File: src/design/tlar_pkg.sv
`timescale 1ns / 1ps
package tlar_pkg;

  localparam int MAX_RANK  = 4;
  localparam int OUT_DEPTH = 4096;
  localparam int ADDR_W    = $clog2(OUT_DEPTH);
  localparam int DIM_W     = 16;
  localparam int RANK_W    = 3;
  localparam int MASK_W    = MAX_RANK;
  localparam int DSEL_W    = (MAX_RANK > 1) ? $clog2(MAX_RANK) : 1;

  // saturating kept-extent product, one above the store depth is enough
  localparam int SAT_W     = ADDR_W + 1;
  localparam logic [SAT_W-1:0] SAT_MAX = SAT_W'(OUT_DEPTH + 1);

  // configuration port
  localparam int CFG_AW    = 5;
  localparam int CFG_DW    = 32;
  localparam int REG_IDX_W = 3;
  localparam logic [REG_IDX_W-1:0] REG_RANK = 3'd0;
  localparam logic [REG_IDX_W-1:0] REG_MASK = 3'd1;
  localparam logic [REG_IDX_W-1:0] REG_DIM0 = 3'd2;

  // stride chain settles dimension by dimension after a write
  localparam int SETTLE_W  = $clog2(MAX_RANK + 1);
  localparam logic [SETTLE_W-1:0] SETTLE_CYCLES = SETTLE_W'(MAX_RANK);

  localparam int IN_TDATA_W  = 8;
  localparam int OUT_TDATA_W = ((1 + ADDR_W + 7) / 8) * 8;

  typedef struct packed {
    logic [RANK_W-1:0]                 rank;
    logic [MASK_W-1:0]                 mask;
    logic [MAX_RANK-1:0][DIM_W-1:0]    ext;
    logic [MAX_RANK-1:0][ADDR_W-1:0]   stride;
    logic                              ovf;
    logic                              busy;
  } cfg_t;

  typedef struct packed {
    logic [ADDR_W-1:0] addr;
    logic              first;
    logic              finished;
    logic              last;
  } op_t;

  typedef struct packed {
    logic              value;
    logic [ADDR_W-1:0] index;
    logic              last;
    logic              ovf;
  } res_t;

endpackage

File: src/design/tlar_cfg.sv
`timescale 1ns / 1ps
module tlar_cfg (
  input  logic                            clk,
  input  logic                            rst_n,
  input  logic                            cfg_psel,
  input  logic                            cfg_penable,
  input  logic                            cfg_pwrite,
  input  logic [tlar_pkg::CFG_AW-1:0]     cfg_paddr,
  input  logic [tlar_pkg::CFG_DW-1:0]     cfg_pwdata,
  output logic [tlar_pkg::CFG_DW-1:0]     cfg_prdata,
  output logic                            cfg_pready,
  output tlar_pkg::cfg_t                  cfg
);

  logic [tlar_pkg::RANK_W-1:0]   rank_r;
  logic [tlar_pkg::MASK_W-1:0]   mask_r;
  logic [tlar_pkg::DIM_W-1:0]    dim_r [tlar_pkg::MAX_RANK];
  logic [tlar_pkg::ADDR_W-1:0]   stride_r [tlar_pkg::MAX_RANK];
  logic [tlar_pkg::ADDR_W-1:0]   stride_nxt [tlar_pkg::MAX_RANK];
  logic [tlar_pkg::SAT_W-1:0]    sat_r [tlar_pkg::MAX_RANK];
  logic [tlar_pkg::SAT_W-1:0]    sat_nxt [tlar_pkg::MAX_RANK];
  logic [tlar_pkg::SETTLE_W-1:0] settle_r;
  logic [tlar_pkg::RANK_W-1:0]   rank_eff;
  logic [tlar_pkg::DIM_W-1:0]    ext [tlar_pkg::MAX_RANK];
  logic [tlar_pkg::DIM_W-1:0]    keep_ext [tlar_pkg::MAX_RANK];
  logic [tlar_pkg::REG_IDX_W-1:0] idx;
  logic [tlar_pkg::REG_IDX_W-1:0] dsel;
  logic                          wr;

  assign cfg_pready = 1'b1;
  assign idx  = cfg_paddr[tlar_pkg::CFG_AW-1:2];
  assign dsel = idx - tlar_pkg::REG_DIM0;
  assign wr   = cfg_psel & cfg_penable & cfg_pwrite & cfg_pready;

  always_ff @(posedge clk) begin
    if (!rst_n) begin
      rank_r <= tlar_pkg::RANK_W'(1);
      mask_r <= '1;
      for (int d = 0; d < tlar_pkg::MAX_RANK; d++) begin
        dim_r[d] <= tlar_pkg::DIM_W'(1);
      end
    end else if (wr) begin
      if (idx == tlar_pkg::REG_RANK) begin
        rank_r <= cfg_pwdata[tlar_pkg::RANK_W-1:0];
      end else if (idx == tlar_pkg::REG_MASK) begin
        mask_r <= cfg_pwdata[tlar_pkg::MASK_W-1:0];
      end else if (idx >= tlar_pkg::REG_DIM0 &&
                   dsel < tlar_pkg::REG_IDX_W'(tlar_pkg::MAX_RANK)) begin
        dim_r[dsel[tlar_pkg::DSEL_W-1:0]] <= cfg_pwdata[tlar_pkg::DIM_W-1:0];
      end
    end
  end

  always_comb begin
    cfg_prdata = '0;
    if (idx == tlar_pkg::REG_RANK) begin
      cfg_prdata = tlar_pkg::CFG_DW'(rank_r);
    end else if (idx == tlar_pkg::REG_MASK) begin
      cfg_prdata = tlar_pkg::CFG_DW'(mask_r);
    end else if (idx >= tlar_pkg::REG_DIM0 &&
                 dsel < tlar_pkg::REG_IDX_W'(tlar_pkg::MAX_RANK)) begin
      cfg_prdata = tlar_pkg::CFG_DW'(dim_r[dsel[tlar_pkg::DSEL_W-1:0]]);
    end
  end

  // rank 0 acts as 1, above the maximum acts as the maximum; extent 0 acts as 1
  always_comb begin
    if (rank_r == '0) begin
      rank_eff = tlar_pkg::RANK_W'(1);
    end else if (rank_r > tlar_pkg::RANK_W'(tlar_pkg::MAX_RANK)) begin
      rank_eff = tlar_pkg::RANK_W'(tlar_pkg::MAX_RANK);
    end else begin
      rank_eff = rank_r;
    end
    for (int d = 0; d < tlar_pkg::MAX_RANK; d++) begin
      ext[d] = (dim_r[d] == '0) ? tlar_pkg::DIM_W'(1) : dim_r[d];
      keep_ext[d] = (tlar_pkg::RANK_W'(d) < rank_eff && !mask_r[d]) ?
                    ext[d] : tlar_pkg::DIM_W'(1);
    end
  end

  // kept strides and saturated kept product, one stride and one product multiply per stage
  always_comb begin
    logic [2*tlar_pkg::ADDR_W-1:0]            sp;
    logic [tlar_pkg::SAT_W+tlar_pkg::DIM_W-1:0] pp;
    sp = '0;
    pp = '0;
    for (int d = 0; d < tlar_pkg::MAX_RANK; d++) begin
      if (d == tlar_pkg::MAX_RANK - 1) begin
        stride_nxt[d] = tlar_pkg::ADDR_W'(1);
        pp = (tlar_pkg::SAT_W + tlar_pkg::DIM_W)'(keep_ext[d]);
      end else begin
        sp = (2 * tlar_pkg::ADDR_W)'(stride_r[d+1]) *
             (2 * tlar_pkg::ADDR_W)'(keep_ext[d+1][tlar_pkg::ADDR_W-1:0]);
        stride_nxt[d] = sp[tlar_pkg::ADDR_W-1:0];
        pp = (tlar_pkg::SAT_W + tlar_pkg::DIM_W)'(sat_r[d+1]) *
             (tlar_pkg::SAT_W + tlar_pkg::DIM_W)'(keep_ext[d]);
      end
      sat_nxt[d] = (pp > (tlar_pkg::SAT_W + tlar_pkg::DIM_W)'(tlar_pkg::SAT_MAX)) ?
                   tlar_pkg::SAT_MAX : pp[tlar_pkg::SAT_W-1:0];
    end
  end

  always_ff @(posedge clk) begin
    for (int d = 0; d < tlar_pkg::MAX_RANK; d++) begin
      stride_r[d] <= stride_nxt[d];
      sat_r[d]    <= sat_nxt[d];
    end
  end

  always_ff @(posedge clk) begin
    if (!rst_n) begin
      settle_r <= tlar_pkg::SETTLE_CYCLES;
    end else if (wr) begin
      settle_r <= tlar_pkg::SETTLE_CYCLES;
    end else if (settle_r != '0) begin
      settle_r <= settle_r - tlar_pkg::SETTLE_W'(1);
    end
  end

  always_comb begin
    cfg.rank = rank_eff;
    cfg.mask = mask_r;
    for (int d = 0; d < tlar_pkg::MAX_RANK; d++) begin
      cfg.ext[d]    = ext[d];
      cfg.stride[d] = stride_r[d];
    end
    cfg.ovf  = sat_r[0] > tlar_pkg::SAT_W'(tlar_pkg::OUT_DEPTH);
    cfg.busy = settle_r != '0;
  end

endmodule

File: config.mk
export PLATFORM = sky130hd
export DESIGN_NAME = tlar_cfg
export DESIGN_NICKNAME = d
export VERILOG_FILES = /design/src/design/tlar_pkg.sv /design/src/design/tlar_cfg.sv
export SDC_FILE = /design/constraint.sdc
export NUM_CORES = 2
export LEC_CHECK = 0
export ABC_AREA = 1
export BUFFER_PORTS_ARGS = -buffer_cell sky130_fd_sc_hd__buf_2
export CAP_MARGIN = 20
export CORE_UTILIZATION = 47
export DETAILED_ROUTE_END_ITERATION = 6
export PLACE_DENSITY = 0.67
export SLEW_MARGIN = 20
export SYNTH_ARGS = -nofsm -noshare
export SYNTH_HDL_FRONTEND = slang
export SYNTH_SLANG_ARGS = --single-unit
File: constraint.sdc
create_clock -name clk -period 12.9 [get_ports clk]
set_input_delay 0 -clock clk [delete_from_list [all_inputs] [get_ports clk]]
set_output_delay 0 -clock clk [all_outputs]
set_load 0.01 [all_outputs]
# Word level (Yosys, flattened, before mapping)
# Memories as Yosys holds them, arrays and structs flattened.
# Index checks and enable logic that the tools add are counted.
[op_classes] add_sub_neg=2 n_mul=6 n_lt_le_gt_ge=12 eq_ne=1 mux=27 bitwise_logic=4 reduce_logical=20
[op_table] cell="$mux 16" count=12
[op_table] cell="$gt 29x13->1 const B" count=3
[op_table] cell="$mul 13x16->29" count=3
[op_table] cell="$logic_not 16->1" count=4
[op_table] cell="$mux 13" count=4
[op_table] cell="$mul 12x12->12" count=3
[op_table] cell="$gt 16x13->1 const B" count=1
[op_table] cell="$reduce_or 16->1" count=1
[op_table] cell="$gt 13x13->1 const B" count=1
[op_table] cell="$mux 1" count=8
[op_table] cell="$logic_not 3->1" count=2
[op_table] cell="$lt 1x3->1 const A" count=2
[op_table] cell="$lt 2x3->1 const A" count=2
[op_table] cell="$mux 3" count=2
[op_table] cell="$logic_and 1x1->1" count=5
[op_table] cell="$logic_not 1->1" count=4
[op_table] cell="$eq 3x1->1 const B" count=1
[op_table] cell="$ge 3x2->1 const B" count=1
[op_table] cell="$gt 3x3->1 const B" count=1
[op_table] cell="$lt 3x3->1 const B" count=1
[op_table] cell="$reduce_and 3->1" count=1
[op_table] cell="$reduce_bool 3->1" count=1
[op_table] cell="$sub 3x1->3 const B" count=1
[op_table] cell="$sub 3x2->3 const B" count=1
[op_table] cell="other kinds (5)" count=7
[word_totals] ff_bits=10 mem_bits_rw=164 in_bits=42 output_inout_bits=154 word_cells=78 n_memories=3
[mem_list] name="dim_r" words=4 width=16 read_ports=5 rd_clocked_by_memory_dff=0 wr=4 line_no="tlar_cfg.sv:17" text="logic [tlar_pkg::DIM_W-1:0] dim_r [tlar_pkg::MAX_RANK];"
[mem_list] name="sat_r" words=4 width=13 read_ports=4 rd_clocked_by_memory_dff=0 wr=4 line_no="tlar_cfg.sv:20" text="logic [tlar_pkg::SAT_W-1:0] sat_r [tlar_pkg::MAX_RANK];"
[mem_list] name="stride_r" words=4 width=12 read_ports=4 rd_clocked_by_memory_dff=0 wr=4 line_no="tlar_cfg.sv:18" text="logic [tlar_pkg::ADDR_W-1:0] stride_r [tlar_pkg::MAX_RANK];"

# Depth between registers and ports, before layout
[depth] depth_word=11 mapped_depth=35 depth_no_buf=35

# Worst setup path after synthesis
# Ideal clock, no wire load.
[synth_path] path_kind="flip-flop to flip-flop" startpoint="register rank_r[1] (netlist bit)" endpoint="memory sat_r[2][2] (netlist bit)" setup_ns=0.070 arrival_time_ns=5.681 required_ns=12.830 slack_ns=7.149 path_stages_with_launch=31 path_buffers=2 synth_period_minus_slack_ns=5.751 cell_sequence="dfxtp_1 inv_2 o21ai_2 nand2_2 buf_6 nor2_1 inv_1 nor2_1 fa_1 fa_1 inv_1 fa_1 inv_1 fa_1 inv_1 fa_1 inv_1 ha_1 nand2_1 nor2_1 nand2_1 nor2_1 nand2_1 nand4_1 nand2_1 nor2_1 nand2_1 nor2_2 nand3_2 buf_4 a21oi_1"
[synth_rtl] element="start, declared" line_no="tlar_cfg.sv:15" text="logic [tlar_pkg::RANK_W-1:0] rank_r;"
[synth_rtl] element="start signal, assigned" line_no="tlar_cfg.sv:37" text="rank_r <= tlar_pkg::RANK_W'(1);"
[synth_rtl] element="start signal, assigned" line_no="tlar_cfg.sv:44" text="rank_r <= cfg_pwdata[tlar_pkg::RANK_W-1:0];"
[synth_rtl] element="end, declared" line_no="tlar_cfg.sv:20"

==> impl_metrics.ini <==
[outcome]
status = completed

[hold_path]
hold_path.class = in -> reg

[routing]
wirelength_mm = 97.6
routedLengthMet1_mm = 40.8
dr_wl_met3_mm = 7.96
drt_iter0_drc = 2317
post_drt_wl_per_cell_microns = 17.0
num_vias = 28782
ant_nets = 0
viasPerCell = 5.02
route.met2.wl_mm = 45.3
dr.pass1.iters = 5
top_layer = met5
drc = 0

[power_and_ir_drop]
peakVddDrop_mv = 0.102
leakagePower_uw = 0.0196
p_per_area_nw_per_um2 = 34.8

[setup_path]
reg2reg_from = rank_r[1]$_SDFFE_PN0P_
slowest_delay_ps = 860
worstSetupEndpointType = flip-flop
worstSetupStartpointType = flip-flop
setup.worst_path.class = reg -> reg
r2r_end = sat_r[2][12]$_SDFF_PN1_
worstPathRequired_ps = 13250
cp-startpoint = rank_r[1]$_SDFFE_PN0P_
cp.arrival_ps = 7700
cp_common_cell = nand2_1
critPathMaxFanout = 13
crit_path_top_delay_cell = nor2_1
endpoint = sat_r[2][12]$_SDFF_PN1_
rrSetupSlack_ps = 5550
reg2reg_depth = 29

[final_layout]
synthToLayoutAreaGrowth_pct = 6.33
multi_input_area_sq_um = 24100
drive_above_1_share = 0.0511
fillCellCount = 7039
antenna_cells = 0
nNetsFinal = 5644
ff_latch_area_sq_um = 3880

[yosys]
syn_area_sq_um = 33600
synth_cell_type_count = 42
ys.warnings.count = 0
syn-instance-count = 4744
synth_seq_cells = 162
synth.avg_cell_area_sq_um = 7.08
yosysSeqAreaShare = 0.116

[grt]
grtUsageTotal = 0.279
antenna_found_initial = 5
grt_pass1_wl_mm = 159
overflow = 0
grt_pass1_vias = 29474
grt_max_degree = 34

[sta]
whs_ps = 57.2
maxClockFrequency_ghz = 0.136
post-route-min-period_ps = 7350
hold_viol = 0
worst_pin_slew_ps = 1110
finalCritPeriodShare = 0.569
drv_slew = 0
fin_setup_tns_ps = 0
maxSlewHeadroom = 0.255
setup_viol = 0
rsz0062_at_grt = no
skew_ps = 24.6

[clock_network]
cts_max_level = 4
cts_resized = 0
insertion_delay_ps = 490
cts_buffers = 17
cts_tree = built
clk_pin_slew_ps = 80
cts_root_buf = clkbuf_16
cts.sinks = 162
clockBufferDepth = 2

[floorplanning]
initial_core_util = 0.477
die_area_sq_um = 72600
io_pins = 196
coreArea_sq_um = 70400
die_w_microns = 269
die_h_microns = 269
rows = 97

[flow_run]
maxCapViolations = 0

[placement]
hpwl_mm = 81.3
io_buffer_count = 148
place_congestion = 0.966
## power by group
group          switching, uW  leakage, uW  internal (uW)
logic                   81.9       0.0179           35.4
registers               23.3      0.00140            547
clock network            277     0.000311            280
total                    382       0.0196            862
## cells in the mapped netlist, drive strengths merged
master     n  area share
nand3    143       0.022
nand4     52      0.0097
and2       9      0.0017
nand3b    11      0.0025
o21ai     34      0.0053
nor2     540       0.062
a31oi     13      0.0024
nor4       6      0.0011
a22oi      1     0.00022
or3        1     0.00019
o21bai     4     0.00089
xor2      28      0.0073
and3       1     0.00019
buf       57       0.011
a21oi    106       0.017
inv     1265        0.14
xnor2     25      0.0065
clkinv     8     0.00089
fa       540        0.32
o41ai      1     0.00026
or2        2     0.00037
ha       282        0.11
o211ai     4     0.00089
o221ai     5      0.0013
clkbuf   143       0.016
conb       2     0.00022
edfxtp    64       0.057
dfxtp     98       0.058
nand2   1276        0.14
nor3      23      0.0034
## final cells by class
class | instances | share of cell area
sequential | 162 | 0.109
inverter | 1273 | 0.134
multi-input combinational | 3136 | 0.676
timing repair buffer | 190 | 0.0311
clock buffer | 18 | 0.0126
clock inverter | 14 | 0.00539
tap | 940 | 0.0329
## registers in the layout, indices dropped and copies added (netlist names)
| register | cells |
|---|---|
| dim_r | 64 |
| mask_r | 4 |
| rank_r | 3 |
| sat_r | 52 |
| settle_r | 3 |
| stride_r | 36 |
## cells in the final DEF (no fill, tap or decap), types with 5 or more instances in the layout
cell type      Yosys  final
a31oi_1           13     13
nor2_2            11     11
o21ai_0           32     30
edfxtp_1          64     64
xor2_1            28     28
xnor2_1           25     25
o221ai_1           5      5
inv_1           1261   1261
buf_2             10    148
nand3_2            5      5
conb_1             2     29
dfxtp_1           98     98
dlygate4sd3_1      0     22
nand4_1           52     52
nor4_1             6      6
buf_4             34     20
nor2_1           524    524
clkbuf_16          0     18
nand3b_1          11     11
nand2_1         1266   1266
nor2_4             5      5
clkinv_1           8      8
nand3_1          138    138
and2_1             8      8
ha_1             282    282
nand2_2           10     10
a21oi_1           99     99
nor3_1            23     23
a21oi_2            7      7
fa_1             540    540
## metrics by stage
step                      worst slack [ps]   util  area, sq um  total power (uW)  std cells
final                                 5550  0.508        35700              1240       5733
after global routing                  5020  0.508        35700              1280       5733
after CTS                             5560  0.508        35700              1250       5733
after detailed placement              5600  0.495        34900               692       5679
after global placement                5630  0.495        34900               691       5679
after floorplan                       7150      -        33700               640       4771
## what timing repair did
| item | CTS | global route |
|---|---|---|
| hold buffers | 22 | 0 |
| hold endpoints to repair | 52 | 0 |
| setup buffers | 0 | 0 |
## kinds of logic after synthesis
group | share of synthesized area
AO/OA/AOI/OAI | 0.0279
AND/OR/NAND/NOR | 0.247
other | 0.000223
adder cells (fa/ha/maj) | 0.427
flip-flops | 0.116
buffers and inverters | 0.169
XOR/XNOR | 0.0138
## worst min-delay path by stage
stage	startpoint	to	cells after the start
final	cfg_penable	settle_r[2]$_SDFFE_PP1P_	3
after global placement	cfg_pwdata[2]	mask_r[2]$_SDFFE_PN1P_	3
after CTS	cfg_penable	settle_r[2]$_SDFFE_PP1P_	3
after detailed placement	cfg_pwdata[2]	mask_r[2]$_SDFFE_PN1P_	3
after floorplan	cfg_pwdata[0]	rank_r[0]$_SDFFE_PN1P_	2
after global routing	cfg_penable	settle_r[2]$_SDFFE_PP1P_	3
## worst max-delay path: cells and delay by family (launching register included)
kind | cells | cell delay, ps
DFF | 1 | 430
adders and majority gates | 6 | 3000
AOI/OAI and AO/OA | 1 | 160
buffers and inverters | 6 | 630
and+or+nand+nor | 16 | 2950
## routing by layer
layer	GRT usage	up-vias
li1	-	13711
met1	0.367	13782
met2	0.466	1063
met3	0.0433	222
met4	0.0985	4
met5	0	-
No activity file was read; power rests on OpenSTA's default activity.
