File: config.mk
export PLATFORM = sky130hd
export DESIGN_NAME = tlar_coord
export DESIGN_NICKNAME = d
export VERILOG_FILES = /design/src/design/tlar_pkg.sv /design/src/design/tlar_coord.sv
export SDC_FILE = /design/constraint.sdc
export NUM_CORES = 1
export LEC_CHECK = 0
export BUFFER_PORTS_ARGS = -buffer_cell sky130_fd_sc_hd__buf_2
export CAP_MARGIN = 40
export CORE_AREA = 2 2 325 198
export DETAILED_ROUTE_END_ITERATION = 8
export DIE_AREA = 0 0 327 200
export PLACE_DENSITY = 0.43
export SETUP_SLACK_MARGIN = 0.4
export SLEW_MARGIN = 10
export SYNTH_ARGS = -nofsm -noshare
export SYNTH_HDL_FRONTEND = slang
export SYNTH_SLANG_ARGS = --single-unit
File: constraint.sdc
create_clock -name clk -period 8.88 [get_ports clk]
set_input_delay 1.776 -clock clk [delete_from_list [all_inputs] [get_ports clk]]
set_output_delay 1.776 -clock clk [all_outputs]
set_load 0.02 [all_outputs]
File: src/design/tlar_pkg.sv
`timescale 1ns / 1ps
package tlar_pkg;

  localparam int MAX_RANK  = 4;
  localparam int OUT_DEPTH = 4096;
  localparam int ADDR_W    = $clog2(OUT_DEPTH);
  localparam int DIM_W     = 16;
  localparam int RANK_W    = 3;
  localparam int MASK_W    = MAX_RANK;
  localparam int DSEL_W    = (MAX_RANK > 1) ? $clog2(MAX_RANK) : 1;

  // saturating kept-extent product, one above the store depth is enough
  localparam int SAT_W     = ADDR_W + 1;
  localparam logic [SAT_W-1:0] SAT_MAX = SAT_W'(OUT_DEPTH + 1);

  // configuration port
  localparam int CFG_AW    = 5;
  localparam int CFG_DW    = 32;
  localparam int REG_IDX_W = 3;
  localparam logic [REG_IDX_W-1:0] REG_RANK = 3'd0;
  localparam logic [REG_IDX_W-1:0] REG_MASK = 3'd1;
  localparam logic [REG_IDX_W-1:0] REG_DIM0 = 3'd2;

  // stride chain settles dimension by dimension after a write
  localparam int SETTLE_W  = $clog2(MAX_RANK + 1);
  localparam logic [SETTLE_W-1:0] SETTLE_CYCLES = SETTLE_W'(MAX_RANK);

  localparam int IN_TDATA_W  = 8;
  localparam int OUT_TDATA_W = ((1 + ADDR_W + 7) / 8) * 8;

  typedef struct packed {
    logic [RANK_W-1:0]                 rank;
    logic [MASK_W-1:0]                 mask;
    logic [MAX_RANK-1:0][DIM_W-1:0]    ext;
    logic [MAX_RANK-1:0][ADDR_W-1:0]   stride;
    logic                              ovf;
    logic                              busy;
  } cfg_t;

  typedef struct packed {
    logic [ADDR_W-1:0] addr;
    logic              first;
    logic              finished;
    logic              last;
  } op_t;

  typedef struct packed {
    logic              value;
    logic [ADDR_W-1:0] index;
    logic              last;
    logic              ovf;
  } res_t;

endpackage

File: src/design/tlar_coord.sv
`timescale 1ns / 1ps
module tlar_coord (
  input  logic           clk,
  input  logic           rst_n,
  input  tlar_pkg::cfg_t cfg,
  input  logic           advance,
  output tlar_pkg::op_t  op
);

  logic [tlar_pkg::DIM_W-1:0]  cnt_r   [tlar_pkg::MAX_RANK];
  logic [tlar_pkg::DIM_W-1:0]  cnt_nxt [tlar_pkg::MAX_RANK];
  logic [tlar_pkg::MAX_RANK-1:0] at_max;
  logic [tlar_pkg::MAX_RANK-1:0] in_rank;
  logic [tlar_pkg::ADDR_W-1:0] term [tlar_pkg::MAX_RANK];

  // a coordinate at or past extent-1 counts as at its maximum
  always_comb begin
    logic [2*tlar_pkg::ADDR_W-1:0] prod;
    prod = '0;
    for (int d = 0; d < tlar_pkg::MAX_RANK; d++) begin
      in_rank[d] = tlar_pkg::RANK_W'(d) < cfg.rank;
      at_max[d]  = cnt_r[d] >= cfg.ext[d] - tlar_pkg::DIM_W'(1);
      prod = (2 * tlar_pkg::ADDR_W)'(cnt_r[d][tlar_pkg::ADDR_W-1:0]) *
             (2 * tlar_pkg::ADDR_W)'(cfg.stride[d]);
      term[d] = (in_rank[d] && !cfg.mask[d]) ? prod[tlar_pkg::ADDR_W-1:0] : '0;
    end
  end

  always_comb begin
    op.addr     = '0;
    op.first    = 1'b1;
    op.finished = 1'b1;
    op.last     = 1'b1;
    for (int d = 0; d < tlar_pkg::MAX_RANK; d++) begin
      op.addr = op.addr + term[d];
      if (in_rank[d]) begin
        if (!at_max[d]) begin
          op.last = 1'b0;
        end
        if (cfg.mask[d]) begin
          if (cnt_r[d] != '0) begin
            op.first = 1'b0;
          end
          if (!at_max[d]) begin
            op.finished = 1'b0;
          end
        end
      end
    end
  end

  // row-major step, innermost fastest, wraps after the final element
  always_comb begin
    logic carry;
    carry = 1'b1;
    for (int d = tlar_pkg::MAX_RANK - 1; d >= 0; d--) begin
      cnt_nxt[d] = cnt_r[d];
      if (in_rank[d]) begin
        if (carry) begin
          cnt_nxt[d] = at_max[d] ? '0 : cnt_r[d] + tlar_pkg::DIM_W'(1);
        end
        carry = carry & at_max[d];
      end
    end
  end

  always_ff @(posedge clk) begin
    if (!rst_n) begin
      for (int d = 0; d < tlar_pkg::MAX_RANK; d++) begin
        cnt_r[d] <= '0;
      end
    end else if (advance) begin
      for (int d = 0; d < tlar_pkg::MAX_RANK; d++) begin
        cnt_r[d] <= cnt_nxt[d];
      end
    end
  end

endmodule

After elaboration in Yosys (flattened, before gate mapping)
Memories as Yosys holds them, arrays and structs flattened.
Index checks and enable logic that the tools add are counted.
Cells by class
  add/sub/neg operators: 11
  order comparisons: 8
  bitwise operators: 6
  reductions and logical operators: 12
  multiply operators: 4
  muxes and demuxes: 45
Operators by type and width (number)
  16-bit 2-to-1 mux: 15
  16-bit by 1-bit adder with 16-bit output (second input constant): 4
  16-bit greater-or-equal comparator: 4
  16-bit nonzero test: 4
  16-bit by 1-bit subtractor with 16-bit output (second input constant): 4
  12-bit by 12-bit multiplier with 12-bit output: 4
  12-bit 2-to-1 mux: 4
  12-bit adder: 3
  1-bit 2-to-1 mux: 18
  3-bit 2-to-1 mux: 4
  2-bit 2-to-1 mux: 4
  1-bit by 3-bit < comparator with 1-bit output (first input constant): 2
  2-bit by 3-bit < comparator with 1-bit output (first input constant): 2
  1-bit logical AND: 4
  1-bit zero test: 4
  1-bit OR: 4
  1-bit AND: 2
Storage, ports and cells
  output and inout port bits: 15
  memories kept: 1
  word-level logic and storage cells: 87
  input bits: 124
  bits in writable memories: 64
  register bits after elaboration: 0
Memory list
  cnt_r: depth 4, width 16, rd ports 4, clocked after Yosys merged registers in 0, wr ports 4, RTL line tlar_coord.sv:10  | logic [tlar_pkg::DIM_W-1:0] cnt_r [tlar_pkg::MAX_RANK];

Longest topological paths before layout
Gate-level depths: netlist (run 1).
  depth after elaboration: 14
  mapped depth: 28
  gate-level depth less buffers: 26

Worst setup path before layout (run 1)
Ideal clock, no wire load.
  path type: input-to-output
  start: input port cfg[29] in the netlist's numbering
  end: output port op[14] in the netlist's numbering
  required time: 7104 ps
  data arrival time: 7374 ps
  stages: 24
  setup slack: -270 ps
  buffers on the path: 1
  path through: buf_2 and2_1 fa_1 ha_1 fa_1 inv_1 fa_1 fa_1 inv_1 ha_1 o21ai_0 nand2b_1 a21o_1 a21oi_1 xor2_1 nor2_1 fa_1 inv_1 fa_1 inv_1 ha_1 a21oi_1 o21ai_0 xnor3_1
RTL lines
  from (decl): RTL line tlar_coord.sv:5  | input tlar_pkg::cfg_t cfg,
  to (decl): RTL line tlar_coord.sv:7  | output tlar_pkg::op_t op

==> results.yml, run 1 <==
global_routing:
  grt_pass1_wl_um: 71300
  antenna_found_initial: 7
  grt_start_max_net_pins: 19
  grt_pass1_vias: 13000
  grt_use_total_pct: 13.8
  grt_remaining_overflow: 0
sta:
  post-route-period-util_pct: 102
  fmax_mhz: 110
  slew_viol_final: 0
  finalHoldViolCount: 0
  whs_ns: 0.673
  rsz0062_at_grt: "true"
  finalSetupTns_ns: -0.335
  skew_ns: 0.0172
  min_period_ns: 9.10
  worstMarginPinSlew_ns: 0.837
  setup_ws_ns: -0.217
  setup_violations: 3
  slew_headroom_pct: 44.1
outcome:
  status: "finished, violations left"
  failed_checks: "negative setup slack"
clock_network:
  ctsHoldBuffers: 0
  clockBufferDepth: 2
  h-tree-depth: 3
  cts.reportedPaths.clkPinSlew_ns: 0.06
  cts_tree: "built"
  cts_sinks: 64
  cts_inserted_buffers: 9
  worstSkewPairLatency_ns: 0.37
  cts_root_buffer: "clkbuf_16"
placement:
  place_congestion: 0.804
  post-place-ws_ns: -0.483
  io_buffers: 136
  hpwl_um: 36800
final_layout:
  fill_cells: 6663
  reg_top3: "cnt_r (64)"
  largest_reg_flops: 64
  final_common_cell: "inv_1"
  nets: 2580
  layout_common_cells: "312 x inv_1, 291 x nand2_1, 173 x ha_1"
  final_core_util_pct: 30.4
  drive_gt1_share_pct: 18.5
  regMostFlops: "cnt_r"
  area_growth_pct: 22.2
critical_path:
  endpoint_kind: "output pin"
  path_class: "in2out"
  cp_max_fo: 8
  arrival_ns: 7.32
  cp-start-kind: "primary input"
  worstPathRequired_ns: 7.10
floorplanning:
  start_util_pct: 24.9
  die_h_um: 200
  die_area_um2: 65400
  core_um2: 62300
  fp-row-count: 71
  die_width_um: 327
  pin_count: 139
logic_synthesis:
  synth_ff_type: "edfxtp_1"
  synth_area_um2: 15500
  ys_top_cells_by_area: "fa_1 23%, ha_1 16%, edfxtp_1 12%"
  synth_edf_count: 64
  yosysTopAreaCellShare_pct: 23.0
  ys_ff_latch: 64
  synth_fp_nets: 2376
  yosysSeqAreaShare_pct: 12.4
  ys_warn_count: 0
  ys_types: 50
  synthCells: 1871
  post_synth.cell_area_avg_um2: 8.27
  async_reset_ff_share_pct: 0
  synth_top_cell_by_area: "fa_1"
power:
  report.power.total_mw: 4.21
  pwr_density_cell_nw_per_um2: 222
  leakage_nw: 8.94
  peakVddDrop_v: 0.000272
drt:
  drc: 0
  wl_per_cell_um: 14.9
  via_per_inst: 4.24
  drt-pass1-iter-count: 5
  wirelength_um: 43400
  drtIter0Drc: 719
  num_vias: 12400
  ant_nets: 0
min_path:
  hold_class: "reg2reg"
run:
  cap_violations: 0
area by class of cell:
class | instances | area (um2) | area share (%)
Multi-Input combinational cell | 1413 | 12600 | 66.4
Sequential cell | 64 | 1920 | 10.2
Timing Repair Buffer | 259 | 1800 | 9.50
Inverter | 328 | 1230 | 6.51
Tap cell | 839 | 1050 | 5.55
Clock buffer | 9 | 225 | 1.19
Clock inverter | 7 | 125 | 0.662
Antenna cell | 1 | 2.50 | 0.0132
cell usage after synthesis (6+ instances only):
master and count:
a21o_1 42, a21oi_1 39, and2_1 83, and3_1 19, buf_2 6, buf_4 6
clkbuf_1 51, edfxtp_1 64, fa_1 178, ha_1 203, inv_1 328, nand2_1 303
nand2b_1 12, nand3_1 37, nand4_1 13, nor2_1 130, nor2b_1 12, nor3_1 26
nor4_1 20, o21ai_0 18, o21ai_1 6, or4_1 8, xnor2_1 146, xor2_1 74
final timing paths:
check	cells past startpoint	from	slack, ns	end
max	25	cfg[42]	-0.22	op[14]
min	2	cnt_r[3][15]$_SDFFCE_PP0P_	0.67	cnt_r[3][15]$_SDFFCE_PP0P_
max reg2reg	13	cnt_r[2][0]$_SDFFCE_PP0P_	4.75	cnt_r[0][10]$_SDFFCE_PP0P_
min reg2reg	2	cnt_r[3][15]$_SDFFCE_PP0P_	0.67	cnt_r[3][15]$_SDFFCE_PP0P_
cells by family (layout without fill, tap and decap cells):
family	after synthesis	in the layout	synth area share, %
AOI/OAI and AO/OA	126	126	5.20
DFF	64	64	12.4
adders and majority gates	381	381	39.4
buffers and inverters	394	603	9.79
and+or+nand+nor	683	683	20.3
xor gates and xnor gates	223	223	12.9
other	0	1	0
critical path: stages:
cell and delay [ns]:
buf_4 0.14, nand2_1 0.08, fa_1 0.54, inv_1 0.05
fa_2 0.51, ha_1 0.23, fa_1 0.49, inv_1 0.06
fa_1 0.48, inv_1 0.06, ha_4 0.27, inv_2 0.04
o21bai_1 0.16, a21oi_2 0.08, xor2_1 0.17, nor2_2 0.08
fa_1 0.53, inv_1 0.05, fa_2 0.52, inv_2 0.04
ha_4 0.27, nand2_2 0.06, o21ai_2 0.14, xnor3_2 0.34
buf_6 0.15
report_power, final:
part | switching [mW] | internal (mW)
Sequential | 0.0595 | 0.360
Combinational | 1.71 | 1.62
Clock | 0.173 | 0.278
through the flow:
stage / cell area [um2] / instances
finish: 18900 / 2920
global route: 18900 / 2919
CTS: 18800 / 2919
detailed placement: 18200 / 2902
global placement: 18200 / 2902
floorplan: 15900 / 1871
layer usage:
metal / global-route usage [%] / routed length, um / vias to the layer above
met5: 0 / 57 / -
met4: 2.40 / 516 / 10
met3: 2.92 / 2090 / 33
met2: 19.6 / 17000 / 177
met1: 21.3 / 23700 / 5908
li1: - / - / 6254
what timing repair did:
action                     4_1_cts  5_1_grt
pin swaps                       48       36
setup buffers                    1        0
setup endpoints to repair        7        7
resized for setup               73       28
Note: power is estimated with default switching activity, not from simulation.
==> run 2, diff against run 1 <==
--- a/config.mk
+++ b/config.mk
@@ -10,7 +10,8 @@
 export CORE_AREA = 2 2 325 198
 export DETAILED_ROUTE_END_ITERATION = 8
 export DIE_AREA = 0 0 327 200
-export PLACE_DENSITY = 0.43
+export GPL_TIMING_DRIVEN = 0
+export PLACE_DENSITY = 0.42
 export SETUP_SLACK_MARGIN = 0.4
 export SLEW_MARGIN = 10
 export SYNTH_ARGS = -nofsm -noshare
==> constraint.sdc (replaced) <==
create_clock -name clk -period 9.33 [get_ports clk]
set_input_delay 0.933 -clock clk [delete_from_list [all_inputs] [get_ports clk]]
set_output_delay 0.933 -clock clk [all_outputs]
set_load 0.02 [all_outputs]
==> results.yml, run 2 (synthesis gave the netlist of run 1 again) <==
critical_path:
  worstPathRequired_ns: 8.40
  worst_path_largest_cell_delay_ns: 0.63
  endpoint_kind: "output pin"
  crit_buf_inv: 6
  arrival_ns: 7.47
  path_class: "reg2out"
  cpLargestDelayFamily: "adder cells"
  cp_common_cell: "fa_1"
  slowest_stage: "edfxtp_1"
  cp-start-kind: "flip-flop"
  cp_max_fo: 10
final_layout:
  drive_gt1_share_pct: 8.37
  nets: 2519
  final_common_cell: "inv_1"
  regMostFlops: "cnt_r"
  layout_common_cells: "328 x inv_1, 303 x nand2_1, 203 x ha_1"
  largest_reg_flops: 64
  fin_area_um2: 17500
  area_growth_pct: 13.2
  reg_top3: "cnt_r (64)"
sta:
  min_period_ns: 8.40
  worstMarginPinSlew_ns: 0.805
  post-route-period-util_pct: 90.0
  finalSetupTns_ns: 0
  setup_violations: 0
  finalHoldViolCount: 0
  slew_headroom_pct: 46.2
  setup_ws_ns: 0.929
  slew_viol_final: 0
  skew_ns: 0.0170
  rsz0062_at_grt: "false"
  fmax_mhz: 119
clock_network:
  cts_inserted_buffers: 9
  cts_sinks: 64
  clockBufferDepth: 2
  cts_setup_buffers: 0
  h-tree-depth: 3
  cts_root_buffer: "clkbuf_16"
  cts_tree: "built"
  ctsResizeCount: 0
  ctsHoldBuffers: 0
  cts.reportedPaths.clkPinSlew_ns: 0.06
  worstSkewPairLatency_ns: 0.37
power:
  p_int_mw: 1.55
  swShare_pct: 52.1
  report.power.total_mw: 3.24
  pwr_density_cell_nw_per_um2: 185
  sequentialPowerShare_pct: 11.6
  p_comb_share_pct: 77.0
  peakVddDrop_v: 0.000182
  leakage_nw: 8.34
  p_sw_mw: 1.69
  pwr-share-clk_pct: 11.4
min_path:
  hold_class: "reg2reg"
drt:
  num_vias: 12300
  wl_per_cell_um: 15.4
  via_per_inst: 4.31
  drc: 0
  wirelength_um: 44100
  drtIter0Drc: 646
  drt-pass1-iter-count: 5
  ant_nets: 0
global_routing:
  antenna_found_initial: 10
  grt_use_total_pct: 14.0
  grt_util_met2_pct: 19.5
  grt_start_max_net_pins: 17
  grt.busiest_layer: "met1"
  grt_pass1_vias: 12700
  grtUsageMet1_pct: 22.2
  grt.met3_usage_pct: 2.76
  grt_remaining_overflow: 0
  grt_pass1_wl_um: 71500
run:
  cap_violations: 0
floorplanning:
  core_um2: 62300
  die_area_um2: 65400
  fp-row-count: 71
  start_util_pct: 24.9
  die_width_um: 327
  die_h_um: 200
  pin_count: 139
placement:
  hpwl_um: 37500
  io_buffers: 128
  post-place-ws_ns: 1.15
  placed_cell_area_um2: 17200
  place_congestion: 0.827
outcome:
  status: "finished, final reports clean"
run 2: cell types whose count changed in the layout (fill, tap and decap cells not counted), moves of 11 or more:
cell / delta
buf_2: +21
buf_4: -117
buf_6: -11
clkbuf_1: +50
ha_1: +30
ha_4: -22
inv_1: +16
inv_2: -16
nand2_1: +12
run 2: worst register-to-register path, stage by stage (launching register included):
cell,delay [ns]
edfxtp_1,0.35
buf_2,0.23
clkbuf_2,0.32
inv_1,0.17
ha_1,0.29
nand2b_1,0.14
a21o_1,0.18
a21o_1,0.17
a21o_1,0.16
a21o_1,0.17
a21o_1,0.17
a21oi_1,0.33
o21ai_1,0.30
o2111ai_1,0.27
nand3_1,0.60
run 2: worst paths after layout:
kind                               from                    endpoint  slack [ns]  cells past startpoint
min          cnt_r[3][13]$_SDFFCE_PP0P_  cnt_r[3][13]$_SDFFCE_PP0P_        0.69                      2
max           cnt_r[2][1]$_SDFFCE_PP0P_                      op[14]        0.93                     25
min reg2reg  cnt_r[3][13]$_SDFFCE_PP0P_  cnt_r[3][13]$_SDFFCE_PP0P_        0.69                      2
max reg2reg   cnt_r[2][0]$_SDFFCE_PP0P_  cnt_r[0][12]$_SDFFCE_PP0P_        4.98                     14
run 2: layout make-up:
class	count	area (um2)
fill	6762	44700
multi-input combinational	1413	12100
sequential	64	1920
inverter	328	1230
tap	839	1050
timing repair buffer	132	678
buffer	66	287
clock buffer	9	225
clock inverter	7	71.3
antenna	3	7.51
run 2: per-stage QoR:
step / cells / hold slack (ns) / utilization (%)
finish: 2861 / 0.695 / 28.1
global route: 2858 / 0.733 / 28.1
CTS: 2858 / 0.689 / 28.1
detailed placement: 2842 / 0.667 / 27.7
global placement: 2838 / 0.671 / 27.6
floorplan: 1871 / 0.609 / -
run 2: power groups by stage:
stage               clock network (mW)  logic, mW  registers [mW]
finish                           0.369       2.49           0.376
global placement                     0       2.52           0.383
global route                     0.388       2.85           0.381
detailed placement                   0       2.53           0.383
floorplan                            0       1.74           0.367
CTS                              0.377       2.56           0.377
run 2: layer usage:
layer  wire length [um]  vias up
met5                 42        -
met4                346        8
met3               2040       34
met2              17000      214
met1              24600     5933
li1                   -     6156
==> run 3, diff against run 2 <==
--- a/config.mk
+++ b/config.mk
@@ -7,11 +7,12 @@
 export LEC_CHECK = 0
 export BUFFER_PORTS_ARGS = -buffer_cell sky130_fd_sc_hd__buf_2
 export CAP_MARGIN = 40
-export CORE_AREA = 2 2 325 198
+export CORE_AREA = 2 2 275 168
 export DETAILED_ROUTE_END_ITERATION = 8
-export DIE_AREA = 0 0 327 200
+export DIE_AREA = 0 0 277 170
 export GPL_TIMING_DRIVEN = 0
-export PLACE_DENSITY = 0.42
+export HOLD_SLACK_MARGIN = 0.06
+export PLACE_DENSITY = 0.53
 export SETUP_SLACK_MARGIN = 0.4
 export SLEW_MARGIN = 10
 export SYNTH_ARGS = -nofsm -noshare
==> results.yml, run 3 (synthesis gave the netlist of run 1 again) <==
outcome:
  status: "finished, final reports clean"
sta:
  setup_ws_ns: 0.789
  slew_viol_final: 0
  post-route-period-util_pct: 91.5
  fmax_mhz: 117
  finalHoldViolCount: 0
  slew_headroom_pct: 46.8
  min_period_ns: 8.54
  skew_ns: 0.0104
  rsz0062_at_grt: "false"
  whs_ns: 0.675
  setup_violations: 0
  finalSetupTns_ns: 0
  worstMarginPinSlew_ns: 0.787
clock_network:
  cts.reportedPaths.clkPinSlew_ns: 0.06
  cts_sinks: 64
  worstSkewPairLatency_ns: 0.36
  cts_tree: "built"
  clockBufferDepth: 2
  ctsHoldBuffers: 0
  h-tree-depth: 3
  cts_inserted_buffers: 9
  cts_root_buffer: "clkbuf_16"
power:
  pwr_density_cell_nw_per_um2: 186
  leakage_nw: 8.37
  report.power.total_mw: 3.21
  peakVddDrop_v: 0.000244
critical_path:
  cp_max_fo: 10
  cp-start-kind: "flip-flop"
  arrival_ns: 7.61
  rrSetupSlack_ns: 4.67
  endpoint_kind: "output pin"
  path_class: "reg2out"
  worstPathRequired_ns: 8.40
final_layout:
  seqCellArea_um2: 1920
  reg_top3: "cnt_r (64)"
  largest_reg_flops: 64
  nets: 2519
  final_common_cell: "inv_1"
  multi_input_area_um2: 12100
  layout_common_cells: "328 x inv_1, 303 x nand2_1, 203 x ha_1"
  regMostFlops: "cnt_r"
  area_growth_pct: 11.5
  drive_gt1_share_pct: 8.32
  fill_cells: 4596
drt:
  num_vias: 12500
  via_per_inst: 4.79
  ant_nets: 0
  drt-pass1-iter-count: 6
  drc: 0
  wl_per_cell_um: 15.7
  drtIter0Drc: 726
  wirelength_um: 40900
global_routing:
  grt.busiest_layer: "met2"
  grtUsageMet1_pct: 26.8
  antenna_found_initial: 2
  grt_use_total_pct: 17.9
  grt_pass1_vias: 12400
  grt_remaining_overflow: 0
  grt_start_max_net_pins: 17
  grt.met3_usage_pct: 2.73
  grt_pass1_wl_um: 66300
  grt_util_met2_pct: 27.3
floorplanning:
  die_area_um2: 47100
  die_width_um: 277
  die_h_um: 170
  fp-row-count: 60
  pin_count: 139
  start_util_pct: 34.8
  core_um2: 44400
placement:
  io_buffers: 128
  post-place-ws_ns: 1.03
  place_congestion: 0.855
  hpwl_um: 34700
min_path:
  hold_class: "reg2reg"
run:
  cap_violations: 0
[run 3: path summary, 6_finish.rpt]
path                                end  cells past startpoint                        from
max                              op[14]                     24   cnt_r[2][2]$_SDFFCE_PP0P_
min          cnt_r[0][15]$_SDFFCE_PP0P_                      2  cnt_r[0][15]$_SDFFCE_PP0P_
max reg2reg   cnt_r[1][7]$_SDFFCE_PP0P_                     15   cnt_r[3][0]$_SDFFCE_PP0P_
min reg2reg  cnt_r[0][15]$_SDFFCE_PP0P_                      2  cnt_r[0][15]$_SDFFCE_PP0P_
[run 3: report_power, final]
part / total [mW] / leakage, nW / switching [mW] / internal (mW)
Sequential: 0.375 / 0.672 / 0.0328 / 0.342
Clock: 0.401 / 0.162 / 0.142 / 0.259
Combinational: 2.43 / 7.54 / 1.43 / 1.00
[run 3: per-layer routing]
metal / part of all wire (%) / wire [um]
met1: 51 / 20800
met2: 43 / 17600
met3: 5.0 / 2050
met4: 1.0 / 411
met5: 0 / 0
[run 3: area by class of cell]
cell class	count	area share (%)
antenna	2	0.0290
buffer	66	1.67
clock buffer	9	1.31
clock inverter	7	0.638
inverter	328	7.13
multi-input combinational	1413	69.9
sequential	64	11.1
tap	589	4.27
timing repair buffer	132	3.96
[run 3: stage by stage]
stage               util [%]  area [um2]  std cells
global route            38.8       17300       2610
global placement        37.9       16900       2588
detailed placement      38.1       16900       2592
CTS                     38.8       17200       2608
finish                  38.8       17300       2610
floorplan                  -       15500       1871
[run 3: worst max-delay path, stage by stage, from the launching register on]
cell,delay [ns]
edfxtp_1,0.48
clkbuf_1,0.52
and2_1,0.25
fa_1,0.46
ha_1,0.24
fa_1,0.53
inv_1,0.05
fa_1,0.48
fa_1,0.56
inv_1,0.05
ha_1,0.33
o21ai_0,0.10
nand2b_1,0.11
a21o_1,0.20
a21oi_1,0.17
xor2_1,0.22
nor2_1,0.13
fa_1,0.52
inv_1,0.06
fa_1,0.43
xnor2_1,0.15
xnor2_1,0.33
xnor3_1,0.29
xnor3_1,0.40
buf_2,0.19
[run 3: what timing repair did]
action                     4_1_cts  5_1_grt
setup endpoints to repair        0        1
resized for setup                0        4
setup buffers                    0        0
